===== src/hw/rtl/aclf_pkg.sv =====
// shared types, constants and register codes for the audio capture level framer
package aclf_pkg;

    localparam int SAMPLE_W        = 16;
    localparam int TERM_W          = SAMPLE_W + 1;
    localparam int LEVEL_W         = 24;
    localparam int TOTAL_W         = 32;
    localparam int FLEN_W          = 13;
    localparam int FPOS_W          = 12;
    localparam int WEIGHT_W        = 9;
    localparam int CFG_INDEX_W     = 2;
    localparam int CFG_DATA_W      = 32;

    localparam int S_TDATA_W       = 32;
    localparam int S_TUSER_W       = 3;
    localparam int M_TDATA_W       = 88;
    localparam int M_TUSER_W       = 2;

    localparam int MAX_CHANNELS_DEF        = 2;
    localparam int LEVEL_FRACTION_BITS_DEF = 8;

    localparam logic [FLEN_W-1:0]   FRAME_LENGTH_RST   = 13'd480;
    localparam logic [TOTAL_W-1:0]  SAMPLE_LIMIT_RST   = 32'd17280000;
    localparam logic [WEIGHT_W-1:0] RELEASE_WEIGHT_RST = 9'd38;

    localparam logic [FLEN_W-1:0]   FRAME_LENGTH_MAX   = 13'd4096;
    localparam logic [WEIGHT_W-1:0] WEIGHT_FULL        = 9'd256;
    localparam logic [LEVEL_W-1:0]  LEVEL_MAX          = 24'hFFFFFF;
    localparam logic [TOTAL_W-1:0]  TOTAL_MAX          = 32'hFFFFFFFF;

    localparam logic OP_SAMPLE = 1'b0;
    localparam logic OP_FINISH = 1'b1;

    localparam logic [CFG_INDEX_W-1:0] REG_FRAME_LENGTH   = 2'd0;
    localparam logic [CFG_INDEX_W-1:0] REG_SAMPLE_LIMIT   = 2'd1;
    localparam logic [CFG_INDEX_W-1:0] REG_RELEASE_WEIGHT = 2'd2;

    typedef logic signed [TERM_W-1:0] term_t;

    typedef struct packed {
        logic                op;
        logic [SAMPLE_W-1:0] mono;
        logic [SAMPLE_W-1:0] mag;
        logic                fmt;
        logic                last;
    } item_t;

    typedef struct packed {
        logic [FLEN_W-1:0]   frame_length;
        logic [TOTAL_W-1:0]  sample_limit;
        logic [WEIGHT_W-1:0] release_weight;
    } cfg_t;

endpackage


===== src/hw/rtl/audio_capture_level_framer.sv =====
// top level of the audio capture level framer
// throughput: one item per cycle while m_tready is high, set by the state update in the core
// the channel lanes and the merge stage form the first register stage, the core the second
// reset (rst_n low, asynchronous) clears all block state and both valid flags
// and loads the register defaults; no clearing pass, items are taken right after reset
module audio_capture_level_framer #(
    parameter int MAX_CHANNELS        = aclf_pkg::MAX_CHANNELS_DEF,
    parameter int LEVEL_FRACTION_BITS = aclf_pkg::LEVEL_FRACTION_BITS_DEF
)
(
    input  logic                             clk,
    input  logic                             rst_n,
    input  logic                             s_tvalid,
    output logic                             s_tready,
    input  logic [aclf_pkg::S_TDATA_W-1:0]   s_tdata,   // sample_first, sample_second
    input  logic [aclf_pkg::S_TUSER_W-1:0]   s_tuser,   // op, two_channels, format_ok
    input  logic                             s_tlast,   // last_of_block
    output logic                             m_tvalid,
    input  logic                             m_tready,
    output logic [aclf_pkg::M_TDATA_W-1:0]   m_tdata,   // mono_sample, frame_peak, level,
                                                        // total_samples
    output logic [aclf_pkg::M_TUSER_W-1:0]   m_tuser,   // accepted, level_valid
    output logic                             m_tlast,   // frame_last
    input  logic                             cfg_valid,
    output logic                             cfg_ready,
    input  logic [aclf_pkg::CFG_INDEX_W-1:0] cfg_index,
    input  logic [aclf_pkg::CFG_DATA_W-1:0]  cfg_data
);

    aclf_pkg::term_t  lane_term [MAX_CHANNELS];
    aclf_pkg::item_t  item;
    aclf_pkg::cfg_t   cfg;
    logic             item_valid;
    logic             item_ready;

    logic [aclf_pkg::FLEN_W-1:0]   frame_length_reg;
    logic [aclf_pkg::TOTAL_W-1:0]  sample_limit_reg;
    logic [aclf_pkg::WEIGHT_W-1:0] release_weight_reg;

    assign cfg_ready = 1'b1;

    always_ff @(posedge clk or negedge rst_n)
    begin
        if (!rst_n)
        begin
            frame_length_reg   <= aclf_pkg::FRAME_LENGTH_RST;
            sample_limit_reg   <= aclf_pkg::SAMPLE_LIMIT_RST;
            release_weight_reg <= aclf_pkg::RELEASE_WEIGHT_RST;
        end
        else if (cfg_valid && cfg_ready)
        begin
            case (cfg_index)
                aclf_pkg::REG_FRAME_LENGTH:
                begin
                    frame_length_reg <= cfg_data[aclf_pkg::FLEN_W-1:0];
                end
                aclf_pkg::REG_SAMPLE_LIMIT:
                begin
                    sample_limit_reg <= cfg_data[aclf_pkg::TOTAL_W-1:0];
                end
                aclf_pkg::REG_RELEASE_WEIGHT:
                begin
                    release_weight_reg <= cfg_data[aclf_pkg::WEIGHT_W-1:0];
                end
                default:
                begin
                end
            endcase
        end
    end

    assign cfg.frame_length   = frame_length_reg;
    assign cfg.sample_limit   = sample_limit_reg;
    assign cfg.release_weight = release_weight_reg;

    for (genvar k = 0; k < MAX_CHANNELS; k++)
    begin : g_lane
        aclf_lane u_lane
        (
            .sample (s_tdata[k*aclf_pkg::SAMPLE_W +: aclf_pkg::SAMPLE_W]),
            .enable ((k == 0) ? 1'b1 : s_tuser[1]),
            .term   (lane_term[k])
        );
    end

    aclf_merge #(
        .MAX_CHANNELS (MAX_CHANNELS)
    ) u_merge
    (
        .clk           (clk),
        .rst_n         (rst_n),
        .in_valid      (s_tvalid),
        .in_ready      (s_tready),
        .lane_term     (lane_term),
        .op            (s_tuser[0]),
        .two_channels  (s_tuser[1]),
        .format_ok     (s_tuser[2]),
        .last_of_block (s_tlast),
        .item_valid    (item_valid),
        .item_ready    (item_ready),
        .item          (item)
    );

    aclf_core #(
        .LEVEL_FRACTION_BITS (LEVEL_FRACTION_BITS)
    ) u_core
    (
        .clk      (clk),
        .rst_n    (rst_n),
        .cfg      (cfg),
        .in_valid (item_valid),
        .in_ready (item_ready),
        .item     (item),
        .m_tvalid (m_tvalid),
        .m_tready (m_tready),
        .m_tdata  (m_tdata),
        .m_tuser  (m_tuser),
        .m_tlast  (m_tlast)
    );

endmodule


===== src/hw/rtl/aclf_lane.sv =====
// one channel lane: sign extension and gating of a channel sample
module aclf_lane
(
    input  logic [aclf_pkg::SAMPLE_W-1:0] sample,
    input  logic                          enable,
    output aclf_pkg::term_t               term
);

    always_comb
    begin
        if (enable)
        begin
            term = {sample[aclf_pkg::SAMPLE_W-1], sample};
        end
        else
        begin
            term = '0;
        end
    end

endmodule


===== src/hw/rtl/aclf_merge.sv =====
// merge stage: sums the lanes, downmixes, takes the magnitude and registers the item
module aclf_merge #(
    parameter int MAX_CHANNELS = aclf_pkg::MAX_CHANNELS_DEF
)
(
    input  logic                  clk,
    input  logic                  rst_n,
    input  logic                  in_valid,
    output logic                  in_ready,
    input  aclf_pkg::term_t       lane_term [MAX_CHANNELS],
    input  logic                  op,
    input  logic                  two_channels,
    input  logic                  format_ok,
    input  logic                  last_of_block,
    output logic                  item_valid,
    input  logic                  item_ready,
    output aclf_pkg::item_t       item
);

    logic                          valid_reg;
    logic                          valid_next;
    aclf_pkg::item_t               item_reg;
    aclf_pkg::term_t               sum;
    aclf_pkg::term_t               half;
    logic                          stereo;
    logic [aclf_pkg::SAMPLE_W-1:0] mono;
    logic [aclf_pkg::SAMPLE_W-1:0] mag;

    always_comb
    begin
        sum = '0;
        for (int k = 0; k < MAX_CHANNELS; k++)
        begin
            sum = sum + lane_term[k];
        end
    end

    // halve toward zero
    assign stereo = two_channels && (MAX_CHANNELS >= 2);
    assign half   = (sum + aclf_pkg::term_t'({{(aclf_pkg::TERM_W-1){1'b0}}, sum[aclf_pkg::TERM_W-1]}))
                    >>> 1;
    assign mono   = stereo ? half[aclf_pkg::SAMPLE_W-1:0] : sum[aclf_pkg::SAMPLE_W-1:0];
    assign mag    = mono[aclf_pkg::SAMPLE_W-1] ? (~mono + 1'b1) : mono;

    assign in_ready   = !valid_reg || item_ready;
    assign valid_next = (in_valid && in_ready) ? 1'b1 : (item_ready ? 1'b0 : valid_reg);

    always_ff @(posedge clk or negedge rst_n)
    begin
        if (!rst_n)
        begin
            valid_reg <= 1'b0;
        end
        else
        begin
            valid_reg <= valid_next;
        end
    end

    always_ff @(posedge clk)
    begin
        if (in_valid && in_ready)
        begin
            item_reg.op   <= op;
            item_reg.mono <= mono;
            item_reg.mag  <= mag;
            item_reg.fmt  <= format_ok;
            item_reg.last <= last_of_block;
        end
    end

    assign item_valid = valid_reg;
    assign item       = item_reg;

endmodule


===== src/hw/rtl/aclf_core.sv =====
// framing, block accept logic, level meter and output register
module aclf_core #(
    parameter int LEVEL_FRACTION_BITS = aclf_pkg::LEVEL_FRACTION_BITS_DEF
)
(
    input  logic                           clk,
    input  logic                           rst_n,
    input  aclf_pkg::cfg_t                 cfg,
    input  logic                           in_valid,
    output logic                           in_ready,
    input  aclf_pkg::item_t                item,
    output logic                           m_tvalid,
    input  logic                           m_tready,
    output logic [aclf_pkg::M_TDATA_W-1:0] m_tdata,
    output logic [aclf_pkg::M_TUSER_W-1:0] m_tuser,
    output logic                           m_tlast
);

    localparam int PW = aclf_pkg::SAMPLE_W + LEVEL_FRACTION_BITS;
    localparam int CW = (PW > aclf_pkg::LEVEL_W) ? PW : aclf_pkg::LEVEL_W;
    localparam int PROD_W = aclf_pkg::LEVEL_W + aclf_pkg::WEIGHT_W;

    logic [aclf_pkg::SAMPLE_W-1:0] bpeak_reg, bpeak_next;
    logic [aclf_pkg::LEVEL_W-1:0]  level_reg, level_next;
    logic [aclf_pkg::FPOS_W-1:0]   fpos_reg, fpos_next;
    logic [aclf_pkg::SAMPLE_W-1:0] rfp_reg, rfp_next;
    logic [aclf_pkg::TOTAL_W-1:0]  total_reg, total_next;
    logic                          finished_reg, finished_next;
    logic                          mid_reg, mid_next;
    logic                          drop_reg, drop_next;
    logic                          ovalid_reg, ovalid_next;
    logic [aclf_pkg::M_TDATA_W-1:0] odata_reg, odata_next;
    logic [aclf_pkg::M_TUSER_W-1:0] ouser_reg, ouser_next;
    logic                           olast_reg, olast_next;

    logic [aclf_pkg::FLEN_W-1:0]   flen;
    logic [aclf_pkg::WEIGHT_W-1:0] weight;
    logic                          fire;
    logic                          dropping;
    logic [aclf_pkg::SAMPLE_W-1:0] bp;
    logic [aclf_pkg::SAMPLE_W-1:0] rfp_v;
    logic [aclf_pkg::FLEN_W-1:0]   pos;
    logic [aclf_pkg::TOTAL_W:0]    tsum;
    logic                          acc;
    logic [aclf_pkg::SAMPLE_W-1:0] mono_o;
    logic                          flast;
    logic [aclf_pkg::SAMPLE_W-1:0] fpeak;
    logic                          lvalid;
    logic [PW-1:0]                 p;
    logic [CW-1:0]                 p_ext;
    logic [CW-1:0]                 lvl_ext;
    logic [aclf_pkg::LEVEL_W-1:0]  diff;
    logic [PROD_W-1:0]             prod;
    logic [PROD_W-1:0]             rel_acc;

    // out-of-range settings clamp
    always_comb
    begin
        if (cfg.frame_length == '0)
        begin
            flen = aclf_pkg::FLEN_W'(1);
        end
        else if (cfg.frame_length > aclf_pkg::FRAME_LENGTH_MAX)
        begin
            flen = aclf_pkg::FRAME_LENGTH_MAX;
        end
        else
        begin
            flen = cfg.frame_length;
        end
        weight = (cfg.release_weight > aclf_pkg::WEIGHT_FULL) ? aclf_pkg::WEIGHT_FULL
                                                              : cfg.release_weight;
    end

    assign in_ready = !ovalid_reg || m_tready;
    assign fire     = in_valid && in_ready;

    always_comb
    begin
        bpeak_next    = bpeak_reg;
        level_next    = level_reg;
        fpos_next     = fpos_reg;
        rfp_next      = rfp_reg;
        total_next    = total_reg;
        finished_next = finished_reg;
        mid_next      = mid_reg;
        drop_next     = drop_reg;
        dropping      = drop_reg;
        bp            = bpeak_reg;
        rfp_v         = rfp_reg;
        pos           = {1'b0, fpos_reg} + aclf_pkg::FLEN_W'(1);
        tsum          = {1'b0, total_reg} + (aclf_pkg::TOTAL_W + 1)'(flen);
        acc           = 1'b0;
        mono_o        = '0;
        flast         = 1'b0;
        fpeak         = '0;
        lvalid        = 1'b0;
        p             = '0;
        p_ext         = '0;
        lvl_ext       = '0;
        diff          = '0;
        prod          = '0;
        rel_acc       = '0;

        if (item.op == aclf_pkg::OP_FINISH)
        begin
            finished_next = 1'b1;
            mid_next      = 1'b0;
            drop_next     = 1'b0;
            bpeak_next    = '0;
        end
        else
        begin
            // accept or drop is settled at the first instant of a block
            if (!mid_reg)
            begin
                bp       = '0;
                dropping = finished_reg || !item.fmt || (total_reg >= cfg.sample_limit);
            end

            if (!dropping)
            begin
                acc    = 1'b1;
                mono_o = item.mono;
                if (item.mag > bp)
                begin
                    bp = item.mag;
                end
                if (item.mag > rfp_v)
                begin
                    rfp_v = item.mag;
                end
                if (pos >= flen)
                begin
                    flast     = 1'b1;
                    fpeak     = rfp_v;
                    fpos_next = '0;
                    rfp_next  = '0;
                    total_next = tsum[aclf_pkg::TOTAL_W] ? aclf_pkg::TOTAL_MAX
                                                          : tsum[aclf_pkg::TOTAL_W-1:0];
                end
                else
                begin
                    fpos_next = pos[aclf_pkg::FPOS_W-1:0];
                    rfp_next  = rfp_v;
                end
            end

            if (item.last)
            begin
                if (!dropping)
                begin
                    // instant attack, weighted release rounded half up
                    p       = PW'(bp) << LEVEL_FRACTION_BITS;
                    p_ext   = CW'(p);
                    lvl_ext = CW'(level_reg);
                    diff    = level_reg - p_ext[aclf_pkg::LEVEL_W-1:0];
                    prod    = PROD_W'(diff) * PROD_W'(weight);
                    rel_acc = {1'b0, level_reg, 8'd0} + PROD_W'(128) - prod;
                    if (p_ext > lvl_ext)
                    begin
                        if (p_ext > CW'(aclf_pkg::LEVEL_MAX))
                        begin
                            level_next = aclf_pkg::LEVEL_MAX;
                        end
                        else
                        begin
                            level_next = p_ext[aclf_pkg::LEVEL_W-1:0];
                        end
                    end
                    else
                    begin
                        level_next = rel_acc[8 +: aclf_pkg::LEVEL_W];
                    end
                    lvalid = 1'b1;
                end
                mid_next   = 1'b0;
                drop_next  = 1'b0;
                bpeak_next = '0;
            end
            else
            begin
                mid_next   = 1'b1;
                drop_next  = dropping;
                bpeak_next = bp;
            end
        end

        odata_next  = {total_next, level_next, fpeak, mono_o};
        ouser_next  = {lvalid, acc};
        olast_next  = flast;
        ovalid_next = fire ? 1'b1 : (m_tready ? 1'b0 : ovalid_reg);
    end

    always_ff @(posedge clk or negedge rst_n)
    begin
        if (!rst_n)
        begin
            bpeak_reg    <= '0;
            level_reg    <= '0;
            fpos_reg     <= '0;
            rfp_reg      <= '0;
            total_reg    <= '0;
            finished_reg <= 1'b0;
            mid_reg      <= 1'b0;
            drop_reg     <= 1'b0;
            ovalid_reg   <= 1'b0;
        end
        else
        begin
            ovalid_reg <= ovalid_next;
            if (fire)
            begin
                bpeak_reg    <= bpeak_next;
                level_reg    <= level_next;
                fpos_reg     <= fpos_next;
                rfp_reg      <= rfp_next;
                total_reg    <= total_next;
                finished_reg <= finished_next;
                mid_reg      <= mid_next;
                drop_reg     <= drop_next;
            end
        end
    end

    always_ff @(posedge clk)
    begin
        if (fire)
        begin
            odata_reg <= odata_next;
            ouser_reg <= ouser_next;
            olast_reg <= olast_next;
        end
    end

    assign m_tvalid = ovalid_reg;
    assign m_tdata  = odata_reg;
    assign m_tuser  = ouser_reg;
    assign m_tlast  = olast_reg;

endmodule


===== config.mk =====
export PLATFORM = sky130hd
export DESIGN_NAME = audio_capture_level_framer
export DESIGN_NICKNAME = d
export VERILOG_FILES = /design/src/hw/rtl/aclf_pkg.sv /design/src/hw/rtl/audio_capture_level_framer.sv /design/src/hw/rtl/aclf_lane.sv /design/src/hw/rtl/aclf_merge.sv /design/src/hw/rtl/aclf_core.sv
export SDC_FILE = /design/constraint.sdc
export NUM_CORES = 1
export LEC_CHECK = 0
export ABC_CLOCK_PERIOD_IN_PS = 17850
export BUFFER_PORTS_ARGS = -buffer_cell sky130_fd_sc_hd__buf_2
export CELL_PAD_IN_SITES_DETAIL_PLACEMENT = 2
export CELL_PAD_IN_SITES_GLOBAL_PLACEMENT = 2
export CORE_AREA = 2 2 237 239
export CTS_CLUSTER_SIZE = 14
export DETAILED_ROUTE_END_ITERATION = 16
export DIE_AREA = 0 0 239 241
export HOLD_SLACK_MARGIN = 0.05
export PLACE_DENSITY_LB_ADDON = 0.3
export REMOVE_ABC_BUFFERS = 1
export SYNTH_ARGS = -nofsm -noshare
export SYNTH_HDL_FRONTEND = slang
export SYNTH_SLANG_ARGS = --single-unit

===== constraint.sdc =====
create_clock -name clk -period 17.85 [get_ports clk]
set_input_delay 3.57 -clock clk [delete_from_list [all_inputs] [get_ports clk]]
set_output_delay 3.57 -clock clk [all_outputs]
set_load 0.02 [all_outputs]

==> results of run 1 <==
-- worst max-delay path: cells and delay by family (launching register included) --
kind | cells | cell delay, ns
AO/OA/AOI/OAI | 13 | 3.65
XOR/XNOR | 2 | 0.66
adder cells (fa/ha/maj) | 10 | 3.98
buffers and inverters | 6 | 0.57
flip-flops | 1 | 0.47
multiplexers | 1 | 0.27
AND/OR/NAND/NOR | 8 | 2.46
-- stage by stage --
| step | setup slack, ns | instance area [um2] | hold WS [ns] | instances |
|---|---|---|---|---|
| final | 5.56 | 26400 | 0.491 | 3303 |
| after global routing | 4.71 | 26400 | 0.537 | 3303 |
| after CTS | 5.61 | 26400 | 0.493 | 3301 |
| after detailed placement | 5.73 | 25000 | 0.441 | 3234 |
| after global placement | 6.46 | 25000 | 0.439 | 3234 |
| after floorplan | 7.21 | 23100 | 0.421 | 2340 |
-- synth_stat cells (all sizes together), types with 9 or more instances --
cell | instances | area, um2
a22o | 17 | 150
nor3 | 19 | 105
and3 | 17 | 106
nand2 | 308 | 1160
ha | 176 | 2200
mux2i | 26 | 273
a21oi | 114 | 578
buf | 14 | 88.8
and4 | 11 | 96.3
nor2b | 28 | 175
dfrtp | 144 | 3600
dfstp | 15 | 394
a21o | 24 | 180
inv | 301 | 1130
o21a | 15 | 113
xor2 | 35 | 314
nor4 | 11 | 93.8
fa | 178 | 3560
o21bai | 9 | 67.6
edfxtp | 125 | 3750
nand4 | 27 | 169
a21boi | 9 | 67.6
nand3 | 28 | 140
nand2b | 33 | 206
mux2 | 87 | 980
clkbuf | 80 | 300
xnor2 | 64 | 561
nor2 | 182 | 683
a31oi | 31 | 194
and2 | 72 | 450
o21ai | 133 | 681
-- cells in the final DEF (no fill, tap or decap), types with 8 or more instances in the layout --
cell type,n
a21boi_0,8
a21o_1,24
a21oi_1,111
a22o_1,16
a31oi_1,31
and2_1,71
and3_1,17
and4_1,11
buf_2,166
buf_4,24
clkbuf_16,38
dfrtp_1,144
dfstp_2,15
edfxtp_1,125
fa_1,178
ha_1,176
inv_1,301
mux2_2,87
mux2i_1,25
nand2_1,308
nand2b_1,33
nand3_1,28
nand4_1,27
nor2_1,182
nor2b_1,27
nor3_1,16
o21a_1,15
o21ai_0,113
o21ai_1,18
o21bai_1,9
or3_1,8
xnor2_1,64
xor2_1,34
-- layer usage --
metal | vias to the layer above | routed length [um] | part of all wire (%)
met5 | - | 12 | 0.014
met4 | 2 | 2850 | 3.4
met3 | 141 | 2640 | 3.2
met2 | 407 | 43600 | 52
met1 | 9846 | 34100 | 41
li1 | 8427 | - | -
-- worst paths after layout --
check,depth (start not counted),from,endpoint
setup / recovery,40,u_core.total_reg[26],u_core.m_tdata[55]
hold / removal,2,u_core.bpeak_reg[0],u_core.bpeak_reg[0]
setup reg to reg,40,u_core.total_reg[26],u_core.m_tdata[55]
hold reg to reg,2,u_core.bpeak_reg[0],u_core.bpeak_reg[0]
max in group asynchronous,3,rst_n,u_core.rfp_reg[11]
min in group asynchronous,1,rst_n,sample_limit_reg[27]
-- logic make-up (layout without fill, tap and decap cells) --
logic type                 after synthesis  count (layout)  synth area share, %
and+or+nand+nor                        765             765                 15.3
AOI/OAI and AO/OA                      418             418                 11.4
buffers and inverters                  398             562                 6.52
adders and majority gates              355             355                 24.6
DFF                                    284             284                 33.0
muxes                                  113             113                 5.33
xor gates and xnor gates               100             100                 3.82
other                                    1               2               0.0160
-- area by class of cell --
type	count	area (um2)
Fill cell	5732	28500
Multi-Input combinational cell	1752	14200
Sequential cell	284	7750
Inverter	304	1140
Clock buffer	45	1030
Timing Repair Buffer	191	1020
Tap cell	704	881
Clock inverter	22	315
Antenna cell	1	2.50
==> qor.yml, run 1 <==
largest_reg_flops: 88
drive_gt1_share_pct: 15.2
use_met2_pct: 53.9
grt_usage_pct: 29.5
tightest_slew_ns: 1.43
drc: 0
dp_hpwl_um: 61200
cts_num_sinks: 284
antenna_found_initial: 2
critical_path_arrival_ns: 12.66
crit_required_ns: 18.22
clock_skew_ns: 0.0218
final.min_clock_period_ns: 12.29
synth_flop_cell: "dfrtp_1"
cts_buffers: 37
critPathMaxStageDelay_ns: 1.02
grt_pass1_vias: 21735
cts_root_buffer: "clkbuf_16"
final_nets: 2999
critPathKind: "flop to flop"
syn_to_final_growth_pct: 12.3
critPathSlowestCell: "a2111oi_0"
hold_buffers: 0
drtAntennaViolNets: 0
async_flop_share_pct: 56.0
vias: 18823
relSlewSlack_pct: 4.24
wl_per_cell_um: 25.2
top_usage_layer: "met2"
synth-edff-count: 125
clk_pin_slew_worst_paths_ns: 0.06
initialDrtViolationCount: 1015
fmax_mhz: 81.4
worstSetupStartpointType: "flop"
postCtsSetupRepairBufs: 0
die_w_um: 239
finalCritPeriodShare_pct: 68.9
yosys_warnings: 0
finalHoldViolCount: 0
fp-row-count: 86
maxCapViolCount: 0
outcome: "completed"
finalWirelength_um: 83200
crit_path_end_kind: "flop"
cts_buffer_depth: 3
critical_path.max_fanout: 29
clk_latency_ns: 0.56
rsz0062_at_grt: "false"
die_h_um: 241
grtUsageMet3_pct: 3.09
grt_pass1_wl_um: 130000
synth.avg_cell_area_um2: 9.65
cts_tree: "built"
setup_viol: 0
drv_slew: 0
synth_cell_types: 94
htreeDepth: 2
worst-r2r-setup-slack_ns: 5.56
hold_path.class: "flop to flop"
avgViaCountPerCell: 5.70
synth.cell_area_mm2: 0.0235
dieArea_mm2: 0.0576
port_buffers: 167
grt_max_degree: 57
synth_cells: 2434
drt-pass1-iter-count: 5
post-route-util_pct: 48.0
start_util_pct: 42.8
cpMostUsedCell: "fa_1"
core_mm2: 0.0549
grt.overflow.total: 0
globalplace.congestion: 0.870
synth_seq_cells: 284
ys_seq_area_share_pct: 33.0
pin_count: 169
met1_usage_pct: 36.0
tns_ns: 0
post_cts_resized: 0
Power of run 1 is not shown: default switching activity piles up to over one toggle a cycle in this logic, so the estimate is an artifact.
==> run 2: changes to the inputs <==
--- a/config.mk
+++ b/config.mk
@@ -5,14 +5,14 @@
 export SDC_FILE = /design/constraint.sdc
 export NUM_CORES = 1
 export LEC_CHECK = 0
-export ABC_CLOCK_PERIOD_IN_PS = 17850
+export ABC_CLOCK_PERIOD_IN_PS = 12000
 export BUFFER_PORTS_ARGS = -buffer_cell sky130_fd_sc_hd__buf_2
 export CELL_PAD_IN_SITES_DETAIL_PLACEMENT = 2
 export CELL_PAD_IN_SITES_GLOBAL_PLACEMENT = 2
-export CORE_AREA = 2 2 237 239
+export CORE_AREA = 2 2 246 248
 export CTS_CLUSTER_SIZE = 14
 export DETAILED_ROUTE_END_ITERATION = 16
-export DIE_AREA = 0 0 239 241
+export DIE_AREA = 0 0 248 250
 export HOLD_SLACK_MARGIN = 0.05
 export PLACE_DENSITY_LB_ADDON = 0.3
 export REMOVE_ABC_BUFFERS = 1
==> constraint.sdc (replaced) <==
create_clock -name clk -period 12 [get_ports clk]
set_input_delay 2.4 -clock clk [delete_from_list [all_inputs] [get_ports clk]]
set_output_delay 2.4 -clock clk [all_outputs]
set_load 0.02 [all_outputs]
==> qor.yml, run 2 (synthesized netlist as in run 1, its figures left out) <==
drtAntennaViolNets: 0  # unchanged
critical_path_arrival_ns: 11.52  # was 12.66 ns
postCtsSetupRepairBufs: 0  # unchanged
fmax_mhz: 90.2  # was 81.4 MHz
cts_tree: "built"  # unchanged
reg2reg_depth: 42  # was 40
hold_path.class: "flop to flop"  # unchanged
crit_end: "u_core.level_reg[23]"  # was u_core.m_tdata[55]
largest_reg_flops: 88  # unchanged
globalplace.congestion: 0.821  # was 0.870
r2r-start: "u_core.mid_reg"  # was u_core.total_reg[26]
core_mm2: 0.0596  # was 0.0549 mm2
use_met2_pct: 44.5  # was 53.9%
finalCritPeriodShare_pct: 92.4  # was 68.9%
syn_to_final_growth_pct: 12.3  # about the same
multi_input_area_mm2: 0.0142  # about the same
rsz0062_at_grt: "false"  # unchanged
relSlewSlack_pct: 21.8  # was 4.24%
cts_buffer_depth: 3  # unchanged
dieArea_mm2: 0.0620  # was 0.0576 mm2
die_h_um: 250  # was 241 um
rr_endpoint: "u_core.level_reg[23]"  # was u_core.m_tdata[55]
crit_path_end_kind: "flop"  # unchanged
critPathMaxStageDelay_ns: 0.60  # was 1.02 ns
setup_slack_ns: 0.917  # was 5.56 ns
clock_skew_ns: 0.0459  # was 0.0218 ns
antenna_cells: 0  # was 1
tightest_slew_ns: 1.17  # was 1.43 ns
tns_ns: 0  # unchanged
grt_usage_pct: 24.7  # was 29.5%
fp-row-count: 90  # was 86
dp_slack_ns: 0.662  # was 5.73 ns
final.min_clock_period_ns: 11.08  # was 12.29 ns
avgViaCountPerCell: 5.46  # was 5.70
pin_count: 169  # unchanged
post_cts_resized: 0  # unchanged
clk_latency_ns: 0.59  # was 0.56 ns
finalWirelength_um: 74700  # was 83,200 um
setup_viol: 0  # unchanged
worst-r2r-setup-slack_ns: 0.92  # was 5.56 ns
drt-pass1-iter-count: 4  # was 5
outcome: "completed"  # unchanged
drive_gt1_share_pct: 15.1  # was 15.2%
die_w_um: 248  # was 239 um
cts_root_buffer: "clkbuf_16"  # unchanged
finalHoldViolCount: 0  # unchanged
final_nets: 2998  # was 2,999
start_util_pct: 39.4  # was 42.8%
drc: 0  # unchanged
layout_commonest_cell: "nand2_1"  # unchanged
dp_hpwl_um: 56900  # was 61,200 um
critPathKind: "flop to flop"  # unchanged
top_usage_layer: "met2"  # unchanged
grt.overflow.total: 0  # unchanged
crit_required_ns: 12.43  # was 18.22 ns
vias: 18439  # was 18.8k
critical_path.max_fanout: 20  # was 29
port_buffers: 167  # unchanged
maxCapViolCount: 0  # unchanged
cts_buffers: 37  # unchanged
clk_pin_slew_worst_paths_ns: 0.06  # about the same
wl_per_cell_um: 22.1  # was 25.2 um
grt_pass1_vias: 21457  # was 21.7k
cts_num_sinks: 284  # unchanged
grtUsageMet3_pct: 3.29  # was 3.09%
met1_usage_pct: 29.5  # was 36.0%
cpMostUsedCell: "fa_1"  # unchanged
fill_cells: 6395  # was 5,732
antenna_found_initial: 3  # was 2
grt_pass1_wl_um: 120000  # was 130,000 um
htreeDepth: 2  # unchanged
worstSetupStartpointType: "flop"  # unchanged
final_cell_mix: "308 x nand2_1, 301 x inv_1, 182 x nor2_1"  # unchanged
critPathLaunch: "u_core.mid_reg"  # was u_core.total_reg[26]
hold_buffers: 0  # unchanged
initialDrtViolationCount: 670  # was 1,015
critPathSlowestCell: "dfrtp_2"  # was a2111oi_0
grt_max_degree: 63  # was 57
drv_slew: 0  # unchanged
regArea_mm2: 0.00775  # about the same
run 2: worst min-delay path by stage:
stage,start,to,slack [ns],cells after the start
3_3_place_gp,u_core.finished_reg,u_core.finished_reg,0.44,1
4_1_cts,u_core.finished_reg,u_core.finished_reg,0.48,1
2_1_floorplan,u_core.finished_reg,u_core.finished_reg,0.42,1
5_1_grt,u_core.finished_reg,u_core.finished_reg,0.52,1
3_5_place_dp,u_core.finished_reg,u_core.finished_reg,0.47,1
6_report,u_core.finished_reg,u_core.finished_reg,0.48,1
run 2: final cells by class:
class                      count  share of cell area [%]
clock inverter                14                   0.493
multi-input combinational   1752                    53.9
clock buffer                  54                    4.30
sequential                   284                    29.4
inverter                     304                    4.34
tap                          782                    3.71
timing repair buffer         190                    3.85
run 2: through the flow:
stage | instance area [um2] | hold WS, ns | util (%) | std cells
floorplan | 23100 | 0.421 | - | 2340
global placement | 25100 | 0.435 | 42.2 | 3312
detailed placement | 25100 | 0.472 | 42.2 | 3312
CTS | 26400 | 0.484 | 44.3 | 3380
global route | 26400 | 0.523 | 44.3 | 3380
finish | 26400 | 0.482 | 44.3 | 3380
run 2: per-layer routing:
metal / vias to the layer above / part of all wire, %
met4: 6 / 3.8
met3: 141 / 3.1
met1: 9549 / 41
met2: 313 / 52
li1: 8430 / -
met5: - / 0.050
run 2: critical path: cells and delay by family (launching register included):
| kind | cells | cell delay, ns |
|---|---|---|
| AOI/OAI and AO/OA | 13 | 2.83 |
| adders and majority gates | 10 | 4.09 |
| buffers and inverters | 5 | 0.31 |
| xor gates and xnor gates | 2 | 0.82 |
| muxes | 1 | 0.17 |
| DFF | 1 | 0.60 |
| and+or+nand+nor | 11 | 2.13 |
Power of run 2 is left out for the same reason.
